$ cat config.mk
export PLATFORM = sky130hd
export DESIGN_NAME = top_k_score_selector
export DESIGN_NICKNAME = d
export VERILOG_FILES = /design/src/hdl/tkss_pkg.sv /design/src/hdl/tkss_ram.sv /design/src/hdl/tkss_cfg.sv /design/src/hdl/tkss_engine.sv /design/src/hdl/tkss_out.sv /design/src/hdl/top_k_score_selector.sv
export SDC_FILE = /design/constraint.sdc
export NUM_CORES = 2
export LEC_CHECK = 0
export BUFFER_PORTS_ARGS = -buffer_cell sky130_fd_sc_hd__buf_2
export CORE_UTILIZATION = 55
export CTS_CLUSTER_DIAMETER = 40
export DETAILED_ROUTE_END_ITERATION = 7
export PLACE_DENSITY = 0.81
export SLEW_MARGIN = 20
export SYNTH_ARGS = -nofsm -noshare
export SYNTH_HDL_FRONTEND = slang
export SYNTH_HIERARCHICAL = 1
export SYNTH_SLANG_ARGS = --single-unit
$ cat constraint.sdc
create_clock -name i_clk -period 13.4 [get_ports i_clk]
set_clock_uncertainty 0.2 [all_clocks]
set_input_delay 1.34 -clock i_clk [delete_from_list [all_inputs] [get_ports i_clk]]
set_output_delay 1.34 -clock i_clk [all_outputs]
set_load 0.1 [all_outputs]
$ cat src/hdl/tkss_pkg.sv
// ----------------------------------------------------------------------------
// Top-k score selector package
// Shared widths, codes and types for the score table and query engine.
// ----------------------------------------------------------------------------
package tkss_pkg;

    localparam int ENTRIES    = 64;
    localparam int IDX_W      = $clog2(ENTRIES);
    localparam int CNT_W      = $clog2(ENTRIES + 1);
    localparam int MAX_OUT    = 64;

    localparam int ACTION_W   = 2;
    localparam int ENTRY_W    = 6;
    localparam int AMOUNT_W   = 24;
    localparam int WANT_W     = 7;
    localparam int SCORE_W    = 31;
    localparam int RANK_W     = 6;
    localparam int CFG_W      = 7;

    localparam int IN_DATA_W  = 40;
    localparam int OUT_DATA_W = 48;

    localparam int APB_AW     = 3;
    localparam int APB_DW     = 32;

    localparam logic [APB_AW-3:0] REG_IN_USE   = '0;
    localparam logic [CFG_W-1:0]  IN_USE_RESET = CFG_W'(64);
    localparam logic [SCORE_W-1:0] SCORE_MAX   = {SCORE_W{1'b1}};

    typedef enum logic [ACTION_W-1:0] {
        ACT_CLEAR = 2'd0,
        ACT_ADD   = 2'd1,
        ACT_QHIGH = 2'd2,
        ACT_QLOW  = 2'd3
    } t_action;

    typedef enum logic [1:0] {
        ST_IDLE,
        ST_ADD,
        ST_SCAN,
        ST_EMIT
    } t_state;

    typedef struct packed {
        logic [ENTRY_W-1:0] entry_index;
        logic [SCORE_W-1:0] score;
        logic [RANK_W-1:0]  rank;
        logic               last;
    } t_result;

    typedef struct packed {
        logic    push;
        t_result res;
    } t_out_req;

endpackage

$ cat src/hdl/tkss_ram.sv
// ----------------------------------------------------------------------------
// Generic single-port-write, single-port-read RAM
// One write and one registered read per cycle.
// ----------------------------------------------------------------------------
module tkss_ram #(
    parameter int WIDTH = 32,
    parameter int DEPTH = 64
) (
    input  logic                     i_clk,
    input  logic                     i_we,
    input  logic [$clog2(DEPTH)-1:0] i_waddr,
    input  logic [WIDTH-1:0]         i_wdata,
    input  logic                     i_re,
    input  logic [$clog2(DEPTH)-1:0] i_raddr,
    output logic [WIDTH-1:0]         o_rdata
);

    logic [WIDTH-1:0] mem [DEPTH];
    logic [WIDTH-1:0] r_rdata;

    always_ff @(posedge i_clk) begin
        if (i_we) begin
            mem[i_waddr] <= i_wdata;
        end
        if (i_re) begin
            r_rdata <= mem[i_raddr];
        end
    end

    assign o_rdata = r_rdata;

endmodule

$ cat src/hdl/tkss_cfg.sv
// ----------------------------------------------------------------------------
// Top-k score selector register block
// Holds the in-use entry count and derives the clamped active count.
// ----------------------------------------------------------------------------
module tkss_cfg (
    input  logic                         i_clk,
    input  logic                         i_rst_n,
    input  logic                         psel,
    input  logic                         penable,
    input  logic                         pwrite,
    input  logic [tkss_pkg::APB_AW-1:0]  paddr,
    input  logic [tkss_pkg::APB_DW-1:0]  pwdata,
    output logic [tkss_pkg::APB_DW-1:0]  prdata,
    output logic                         pready,
    output logic [tkss_pkg::CNT_W-1:0]   o_active
);

    logic [tkss_pkg::CFG_W-1:0] r_in_use;
    logic                       hit;

    assign hit    = (paddr[tkss_pkg::APB_AW-1:2] == tkss_pkg::REG_IN_USE);
    assign pready = 1'b1;
    assign prdata = hit ? tkss_pkg::APB_DW'(r_in_use) : '0;

    always_ff @(posedge i_clk) begin
        if (!i_rst_n) begin
            r_in_use <= tkss_pkg::IN_USE_RESET;
        end else if (psel && penable && pwrite && pready && hit) begin
            r_in_use <= pwdata[tkss_pkg::CFG_W-1:0];
        end
    end

    always_comb begin
        if (r_in_use == '0) begin
            o_active = tkss_pkg::CNT_W'(1);
        end else if (32'(r_in_use) > tkss_pkg::ENTRIES) begin
            o_active = tkss_pkg::CNT_W'(tkss_pkg::ENTRIES);
        end else begin
            o_active = tkss_pkg::CNT_W'(r_in_use);
        end
    end

endmodule

$ cat src/hdl/tkss_engine.sv
// ----------------------------------------------------------------------------
// Top-k score selector engine
// Sequencer around the score RAM: clear, saturating add and repeated
// selection scans that pick the best untaken entry per pass.
// ----------------------------------------------------------------------------
module tkss_engine (
    input  logic                          i_clk,
    input  logic                          i_rst_n,
    input  logic                          i_in_valid,
    output logic                          o_in_ready,
    input  tkss_pkg::t_action             i_action,
    input  logic [tkss_pkg::ENTRY_W-1:0]  i_entry,
    input  logic [tkss_pkg::AMOUNT_W-1:0] i_amount,
    input  logic [tkss_pkg::WANT_W-1:0]   i_want,
    input  logic [tkss_pkg::CNT_W-1:0]    i_active,
    input  logic                          i_out_free,
    output tkss_pkg::t_out_req            o_out
);

    tkss_pkg::t_state r_state, n_state;

    logic [tkss_pkg::ENTRIES-1:0]  r_valid;
    logic                          r_prev_valid;
    logic [tkss_pkg::IDX_W-1:0]    r_prev_idx;
    logic [tkss_pkg::SCORE_W-1:0]  r_prev_score;
    logic                          r_rd_valid;
    logic                          r_found;
    logic [tkss_pkg::IDX_W-1:0]    r_best_idx;
    logic [tkss_pkg::SCORE_W-1:0]  r_best_score;
    logic [tkss_pkg::IDX_W-1:0]    r_scan_addr;
    logic                          r_issue_done;
    logic                          r_cmp_valid;
    logic [tkss_pkg::IDX_W-1:0]    r_cmp_idx;
    logic [tkss_pkg::WANT_W-1:0]   r_rank;
    logic [tkss_pkg::WANT_W-1:0]   r_k;
    logic                          r_low;
    logic [tkss_pkg::IDX_W-1:0]    r_add_idx;
    logic [tkss_pkg::AMOUNT_W-1:0] r_add_amt;

    logic                          accept;
    logic                          in_range;
    logic [tkss_pkg::WANT_W-1:0]   k_calc;
    logic [tkss_pkg::IDX_W-1:0]    last_idx;
    logic [tkss_pkg::SCORE_W-1:0]  rd_score;
    logic [tkss_pkg::SCORE_W:0]    sum;
    logic                          better;
    logic                          eligible;
    logic                          take;
    logic                          is_last;

    logic                          rd_en;
    logic [tkss_pkg::IDX_W-1:0]    rd_addr;
    logic [tkss_pkg::SCORE_W-1:0]  rd_data;
    logic                          wr_en;
    logic [tkss_pkg::SCORE_W-1:0]  wr_data;

    tkss_ram #(
        .WIDTH (tkss_pkg::SCORE_W),
        .DEPTH (tkss_pkg::ENTRIES)
    ) u_score_ram (
        .i_clk   (i_clk),
        .i_we    (wr_en),
        .i_waddr (r_add_idx),
        .i_wdata (wr_data),
        .i_re    (rd_en),
        .i_raddr (rd_addr),
        .o_rdata (rd_data)
    );

    // An entry is still untaken when it ranks strictly after the previous
    // pick in (score, index) order, so no per-entry taken flags are needed.
    assign o_in_ready = (r_state == tkss_pkg::ST_IDLE);
    assign accept     = i_in_valid && o_in_ready;
    assign in_range   = (32'(i_entry) < 32'(i_active));
    assign last_idx   = tkss_pkg::IDX_W'(i_active - tkss_pkg::CNT_W'(1));
    assign rd_score   = r_rd_valid ? rd_data : '0;
    assign sum        = {1'b0, rd_score} + (tkss_pkg::SCORE_W + 1)'(r_add_amt);
    assign wr_data    = sum[tkss_pkg::SCORE_W] ? tkss_pkg::SCORE_MAX
                                               : sum[tkss_pkg::SCORE_W-1:0];
    assign better     = r_low ? (rd_score < r_best_score) : (rd_score > r_best_score);
    assign eligible   = !r_prev_valid
                        || (r_low ? (rd_score > r_prev_score) : (rd_score < r_prev_score))
                        || ((rd_score == r_prev_score) && (r_cmp_idx > r_prev_idx));
    assign take       = r_cmp_valid && eligible && (!r_found || better);
    assign is_last    = (r_rank == r_k - tkss_pkg::WANT_W'(1));

    always_comb begin
        k_calc = i_want;
        if (32'(k_calc) > 32'(i_active)) begin
            k_calc = tkss_pkg::WANT_W'(i_active);
        end
        if (32'(k_calc) > tkss_pkg::MAX_OUT) begin
            k_calc = tkss_pkg::WANT_W'(tkss_pkg::MAX_OUT);
        end
    end

    always_comb begin
        n_state     = r_state;
        rd_en       = 1'b0;
        rd_addr     = r_scan_addr;
        wr_en       = 1'b0;
        o_out.push  = 1'b0;
        o_out.res.entry_index = tkss_pkg::ENTRY_W'(r_best_idx);
        o_out.res.score       = r_best_score;
        o_out.res.rank        = tkss_pkg::RANK_W'(r_rank);
        o_out.res.last        = is_last;
        case (r_state)
            tkss_pkg::ST_IDLE: begin
                if (accept) begin
                    case (i_action)
                        tkss_pkg::ACT_ADD: begin
                            if (in_range) begin
                                rd_en   = 1'b1;
                                rd_addr = tkss_pkg::IDX_W'(i_entry);
                                n_state = tkss_pkg::ST_ADD;
                            end
                        end
                        tkss_pkg::ACT_QHIGH, tkss_pkg::ACT_QLOW: begin
                            if (k_calc != '0) begin
                                n_state = tkss_pkg::ST_SCAN;
                            end
                        end
                        default: begin
                        end
                    endcase
                end
            end
            tkss_pkg::ST_ADD: begin
                wr_en   = 1'b1;
                n_state = tkss_pkg::ST_IDLE;
            end
            tkss_pkg::ST_SCAN: begin
                rd_en = !r_issue_done;
                if (r_cmp_valid && (r_cmp_idx == last_idx)) begin
                    n_state = tkss_pkg::ST_EMIT;
                end
            end
            tkss_pkg::ST_EMIT: begin
                if (i_out_free) begin
                    o_out.push = 1'b1;
                    n_state    = is_last ? tkss_pkg::ST_IDLE : tkss_pkg::ST_SCAN;
                end
            end
            default: begin
                n_state = tkss_pkg::ST_IDLE;
            end
        endcase
    end

    always_ff @(posedge i_clk) begin
        if (!i_rst_n) begin
            r_state      <= tkss_pkg::ST_IDLE;
            r_valid      <= '0;
            r_cmp_valid  <= 1'b0;
            r_issue_done <= 1'b0;
            r_found      <= 1'b0;
        end else begin
            r_state     <= n_state;
            r_cmp_valid <= (r_state == tkss_pkg::ST_SCAN) && !r_issue_done;
            if (accept && (i_action == tkss_pkg::ACT_CLEAR)) begin
                r_valid <= '0;
            end
            if (wr_en) begin
                r_valid[r_add_idx] <= 1'b1;
            end
            if ((r_state == tkss_pkg::ST_SCAN) && !r_issue_done
                    && (r_scan_addr == last_idx)) begin
                r_issue_done <= 1'b1;
            end
            if (take) begin
                r_found <= 1'b1;
            end
            if (o_out.push || accept) begin
                r_issue_done <= 1'b0;
                r_found      <= 1'b0;
            end
        end
    end

    always_ff @(posedge i_clk) begin
        r_rd_valid <= r_valid[rd_addr];
        r_cmp_idx  <= r_scan_addr;
        if ((r_state == tkss_pkg::ST_SCAN) && !r_issue_done && (r_scan_addr != last_idx)) begin
            r_scan_addr <= r_scan_addr + tkss_pkg::IDX_W'(1);
        end
        if (take) begin
            r_best_idx   <= r_cmp_idx;
            r_best_score <= rd_score;
        end
        if (o_out.push) begin
            r_prev_valid <= 1'b1;
            r_prev_idx   <= r_best_idx;
            r_prev_score <= r_best_score;
            r_rank       <= r_rank + tkss_pkg::WANT_W'(1);
            r_scan_addr  <= '0;
        end
        if (accept) begin
            r_prev_valid <= 1'b0;
            r_rank       <= '0;
            r_k          <= k_calc;
            r_low        <= (i_action == tkss_pkg::ACT_QLOW);
            r_scan_addr  <= '0;
            r_add_idx    <= tkss_pkg::IDX_W'(i_entry);
            r_add_amt    <= i_amount;
        end
    end

`ifndef NO_ASSERTIONS
    a_push_found : assert property (@(posedge i_clk) disable iff (!i_rst_n)
        o_out.push |-> r_found)
        else $error("result pushed without a selected entry");

    a_push_untaken : assert property (@(posedge i_clk) disable iff (!i_rst_n)
        (o_out.push && r_prev_valid) |-> (r_best_idx != r_prev_idx))
        else $error("entry selected twice in one query");

    a_rank_bound : assert property (@(posedge i_clk) disable iff (!i_rst_n)
        (r_state == tkss_pkg::ST_SCAN || r_state == tkss_pkg::ST_EMIT) |-> (r_rank < r_k))
        else $error("rank ran past the requested count");

    a_last_idle : assert property (@(posedge i_clk) disable iff (!i_rst_n)
        (o_out.push && o_out.res.last) |=> (r_state == tkss_pkg::ST_IDLE))
        else $error("query did not end after its last result");

    a_cmp_bound : assert property (@(posedge i_clk) disable iff (!i_rst_n)
        r_cmp_valid |-> (r_cmp_idx <= last_idx))
        else $error("scan read beyond the active entries");
`endif

endmodule

$ cat src/hdl/tkss_out.sv
// ----------------------------------------------------------------------------
// Top-k score selector output stage
// Result register that holds one beat until the downstream side takes it.
// ----------------------------------------------------------------------------
module tkss_out (
    input  logic                             i_clk,
    input  logic                             i_rst_n,
    input  tkss_pkg::t_out_req               i_req,
    output logic                             o_free,
    output logic                             m_axis_tvalid,
    input  logic                             m_axis_tready,
    output logic [tkss_pkg::OUT_DATA_W-1:0]  m_axis_tdata,
    output logic                             m_axis_tlast
);

    logic              r_valid;
    tkss_pkg::t_result r_res;

    assign o_free = !r_valid || m_axis_tready;

    always_ff @(posedge i_clk) begin
        if (!i_rst_n) begin
            r_valid <= 1'b0;
        end else if (o_free) begin
            r_valid <= i_req.push;
        end
    end

    always_ff @(posedge i_clk) begin
        if (o_free && i_req.push) begin
            r_res <= i_req.res;
        end
    end

    assign m_axis_tvalid = r_valid;
    assign m_axis_tdata  = tkss_pkg::OUT_DATA_W'({r_res.rank, r_res.score, r_res.entry_index});
    assign m_axis_tlast  = r_res.last;

endmodule

$ cat src/hdl/top_k_score_selector.sv
// ----------------------------------------------------------------------------
// Top-k score selector
// Score table with clear, saturating add and best-first top-k queries.
// ----------------------------------------------------------------------------
// A clear is done on acceptance; an add reads the score, then writes the
// saturated sum back. A query over n active entries that returns k results
// makes, for every result, one full pass over the n active entries through
// the single read port of the score RAM, then hands the result to the
// output register, waiting while downstream stalls. Results come best
// first, ties toward the lower index, the final one with tlast.
module top_k_score_selector (
    input  logic                             i_clk,
    input  logic                             i_rst_n,
    input  logic                             s_axis_tvalid,
    output logic                             s_axis_tready,
    // [5:0] entry, [29:6] amount, [36:30] count_wanted
    input  logic [tkss_pkg::IN_DATA_W-1:0]   s_axis_tdata,
    // [1:0] action
    input  logic [tkss_pkg::ACTION_W-1:0]    s_axis_tuser,
    output logic                             m_axis_tvalid,
    input  logic                             m_axis_tready,
    // [5:0] entry_index, [36:6] score, [42:37] rank
    output logic [tkss_pkg::OUT_DATA_W-1:0]  m_axis_tdata,
    output logic                             m_axis_tlast,
    input  logic                             psel,
    input  logic                             penable,
    input  logic                             pwrite,
    input  logic [tkss_pkg::APB_AW-1:0]      paddr,
    input  logic [tkss_pkg::APB_DW-1:0]      pwdata,
    output logic [tkss_pkg::APB_DW-1:0]      prdata,
    output logic                             pready
);

    logic [tkss_pkg::CNT_W-1:0] active;
    logic                       out_free;
    tkss_pkg::t_out_req         out_req;

    tkss_cfg u_cfg (
        .i_clk    (i_clk),
        .i_rst_n  (i_rst_n),
        .psel     (psel),
        .penable  (penable),
        .pwrite   (pwrite),
        .paddr    (paddr),
        .pwdata   (pwdata),
        .prdata   (prdata),
        .pready   (pready),
        .o_active (active)
    );

    tkss_engine u_engine (
        .i_clk      (i_clk),
        .i_rst_n    (i_rst_n),
        .i_in_valid (s_axis_tvalid),
        .o_in_ready (s_axis_tready),
        .i_action   (tkss_pkg::t_action'(s_axis_tuser)),
        .i_entry    (s_axis_tdata[5:0]),
        .i_amount   (s_axis_tdata[29:6]),
        .i_want     (s_axis_tdata[36:30]),
        .i_active   (active),
        .i_out_free (out_free),
        .o_out      (out_req)
    );

    tkss_out u_out (
        .i_clk         (i_clk),
        .i_rst_n       (i_rst_n),
        .i_req         (out_req),
        .o_free        (out_free),
        .m_axis_tvalid (m_axis_tvalid),
        .m_axis_tready (m_axis_tready),
        .m_axis_tdata  (m_axis_tdata),
        .m_axis_tlast  (m_axis_tlast)
    );

endmodule
==> flow_metrics.env <==
export IMPL_status="complete, no violations"
export IMPL_htreeDepth=4
export IMPL_syn_inst=4710
export IMPL_hold_path_class="reg -> reg"
export IMPL_dp_hpwl_um=121000
export IMPL_final_max_slew_viol_count=0
export IMPL_postCtsHoldBufs=0
export IMPL_fmaxAchievable_mhz=137
export IMPL_grt_ovfl_total=0
export IMPL_r2r_start="u_cfg/r_in_use[1]"
export IMPL_clock_path_buffers=3
export IMPL_register_area_sq_um=67200
export IMPL_cts_tree="done"
export IMPL_drcViolationCount=0
export IMPL_cp_top_family="compound AO/OA/AOI/OAI gates"
export IMPL_critPathMaxStageDelay_ns=0.92
export IMPL_die_area_sq_um=166000
export IMPL_synth_cell_types=73
export IMPL_hold_depth=0
export IMPL_yosysWarnings=6
export IMPL_vias_per_cell=6.67
export IMPL_r2r_slack_ns=6.09
export IMPL_ys_async_sr_fraction=0
export IMPL_start_util=0.554
export IMPL_path_common_cell="buf_12"
export IMPL_cts_setup_buffers=0
export IMPL_synth_edf_count=2171
export IMPL_rsz0062_at_grt="false"
export IMPL_power_leakage_nw=32.5
export IMPL_core_sq_um=163000
export IMPL_final_common_cell="edfxtp_1"
export IMPL_maxCapViolations=0
export IMPL_gp_congestion=0.901
export IMPL_drive_gt1_frac=0.218
export IMPL_cts_buffers=219
export IMPL_io_buffers=106
export IMPL_wl_per_cell_um=31.6
export IMPL_reg2reg_to="u_engine/u_score_ram/o_rdata[12]"
export IMPL_cp_end_kind="flip-flop"
export IMPL_power_total_mw=15.3
export IMPL_drtPass1Iterations=6
export IMPL_clock_sinks=2269
export IMPL_setup_tns_ns=0
export IMPL_fin_nets=5118
export IMPL_track_usage=0.278
export IMPL_avgSynthCellArea_sq_um=19.1
export IMPL_ant_nets=0
export IMPL_synthFlopType="edfxtp_1"
export IMPL_final_cell_mix="2171 x edfxtp_1, 403 x mux4_2, 342 x mux2i_1"
export IMPL_first_global_vias=48515
export IMPL_fillers=10375
export IMPL_powerDensity_nw_per_um2=152
export IMPL_worstMarginPinSlew_ns=1.16
export IMPL_ir_worst_vdd_mv=0.159
export IMPL_synth_cell_area_sq_um=90100
export IMPL_cp_start_kind="flip-flop"
export IMPL_min_to="u_engine/r_cmp_idx[5]"
export IMPL_hold_start="u_engine/r_scan_addr[5]"
export IMPL_floorplan_die_width_um=407
export IMPL_multi_input_comb_area_sq_um=22000
export IMPL_antenna_found_initial=9
export IMPL_r2r_cells=15
export IMPL_fin_crit_ns=7.31
export IMPL_hold_viol=0
export IMPL_worstSetupPathType="reg -> reg"
export IMPL_ys_ff_latch=2269
export IMPL_clkTransAtPathRegs_ns=0.07
export IMPL_path_buf_inv=4
export IMPL_grt_max_degree=143
export IMPL_required_ns=13.93
export IMPL_ys_seq_area_frac=0.745
export IMPL_worstPathArrival_ns=7.85
export IMPL_grt_pass1_wl_um=329000
export IMPL_cts_resized=0
export IMPL_die_h_um=407
export IMPL_critPathSlowestCell="o31ai_1"
export IMPL_syn2layout_area_growth_pct=12.0
export IMPL_dr_first_iter_drc_count=7087
export IMPL_vias=48557
export IMPL_critPathMaxFanout=115
export IMPL_io_pin_count=168
export IMPL_worstSkewPairLatency_ns=0.87
export IMPL_relSlewSlack=0.223
export IMPL_period_share=0.546
export IMPL_setup_viol_count_final=0
export IMPL_cts_root_buf="clkbuf_16"
export IMPL_totalWireLength_um=230000
export IMPL_cp_cell_sequence="or3_1, o41ai_2, nand2b_1, a211oi_2, o211ai_4, mux2i_4, buf_4, inv_8, buf_12, buf_12, mux4_2, mux2i_1, a21o_1, o31ai_1, and3_1"
export IMPL_row_count=148
[cell families (layout without fill, tap and decap cells)]
logic type,count (synthesis),count (layout),synth area share
buffers and inverters,372,737,0.0198
AO/OA/AOI/OAI,604,604,0.0452
adder cells (fa/ha/maj),109,109,0.0152
multiplexers,757,757,0.140
AND/OR/NAND/NOR,545,545,0.0294
flip-flops,2269,2269,0.745
XOR/XNOR,51,51,0.00495
other,3,34,0.000125
[final cells by class]
| type | instances | area share |
|---|---|---|
| Sequential cell | 2269 | 0.665 |
| Multi-Input combinational cell | 2097 | 0.218 |
| Timing Repair Buffer | 238 | 0.0166 |
| Inverter | 100 | 0.00388 |
| Clock buffer | 279 | 0.0582 |
| Tap cell | 2175 | 0.0269 |
| Clock inverter | 120 | 0.0114 |
| Antenna cell | 3 | 0.0000743 |
[power breakdown]
part | internal [mW] | switching, mW | total, mW
Clock | 3.36 | 2.68 | 6.04
Sequential | 7.95 | 0.0369 | 7.99
Combinational | 0.460 | 0.828 | 1.29
[registers in the layout (all words and copies together) (netlist names), 2 cells and up]
register,count
u_engine/r_cmp_idx,6
u_engine/r_add_amt,24
u_engine/r_best_score,31
u_engine/r_rank,7
u_engine/r_scan_addr,6
u_engine/r_prev_score,31
u_engine/r_add_idx,6
u_engine/u_score_ram/o_rdata,31
u_engine/r_valid,64
u_engine/u_score_ram/mem,1984
u_cfg/r_in_use,7
u_engine/r_best_idx,6
u_out/m_axis_tdata,43
u_engine/r_k,7
u_engine/r_state,2
u_engine/r_prev_idx,6
[cells in the mapped netlist (19+ instances only)]
master,instances,share of area
and2_1,30,0.0021
nor2_1,219,0.0091
a31oi_1,58,0.0040
nand3_1,24,0.0013
mux2i_1,342,0.038
clkbuf_1,107,0.0045
xnor2_1,25,0.0024
inv_1,99,0.0041
nand2b_1,20,0.0014
nand4_1,19,0.0013
dfxtp_1,98,0.022
o22ai_1,103,0.0071
mux4_2,403,0.10
a22oi_1,169,0.014
o21ai_0,76,0.0042
a21oi_1,56,0.0031
a21o_1,55,0.0046
buf_4,63,0.0052
nor3_1,22,0.0012
buf_2,80,0.0044
nand2_1,99,0.0041
nor2b_1,24,0.0017
o31ai_1,30,0.0025
and3_1,36,0.0025
xor2_1,26,0.0025
edfxtp_1,2171,0.72
ha_1,108,0.015
[how the worst max path moves through the flow]
stage | startpoint | cells past startpoint | slack (ns) | endpoint
floorplan | u_engine/r_rd_valid | 16 | 6.84 | u_engine/u_score_ram/mem[0][28]
global placement | s_axis_tdata[4] | 15 | 5.82 | u_engine/u_score_ram/o_rdata[12]
detailed placement | s_axis_tdata[4] | 14 | 5.78 | u_engine/u_score_ram/o_rdata[30]
CTS | u_cfg/r_in_use[1] | 15 | 6.08 | u_engine/u_score_ram/o_rdata[10]
global route | u_cfg/r_in_use[1] | 15 | 5.80 | u_engine/u_score_ram/o_rdata[25]
finish | u_cfg/r_in_use[1] | 15 | 6.09 | u_engine/u_score_ram/o_rdata[12]
[per-layer routing]
| layer | track usage | vias to the layer above | wire [um] |
|---|---|---|---|
| li1 | - | 19555 | - |
| met1 | 0.350 | 24576 | 77200 |
| met2 | 0.452 | 3687 | 111000 |
| met3 | 0.0644 | 731 | 28100 |
| met4 | 0.149 | 8 | 13800 |
| met5 | 0 | - | 54 |
[per-stage QoR]
step	cells	utilization	worst slack [ns]	area, sq um	hold WS, ns
after global routing	7278	0.621	5.80	101000	0.234
after global placement	6875	0.577	5.82	93800	0.201
after detailed placement	6879	0.577	5.78	94000	0.203
final	7281	0.621	6.09	101000	0.220
after floorplan	4738	-	6.84	90300	0.129
after CTS	7278	0.620	6.08	101000	0.222
No activity file was read; power rests on OpenSTA's default activity.
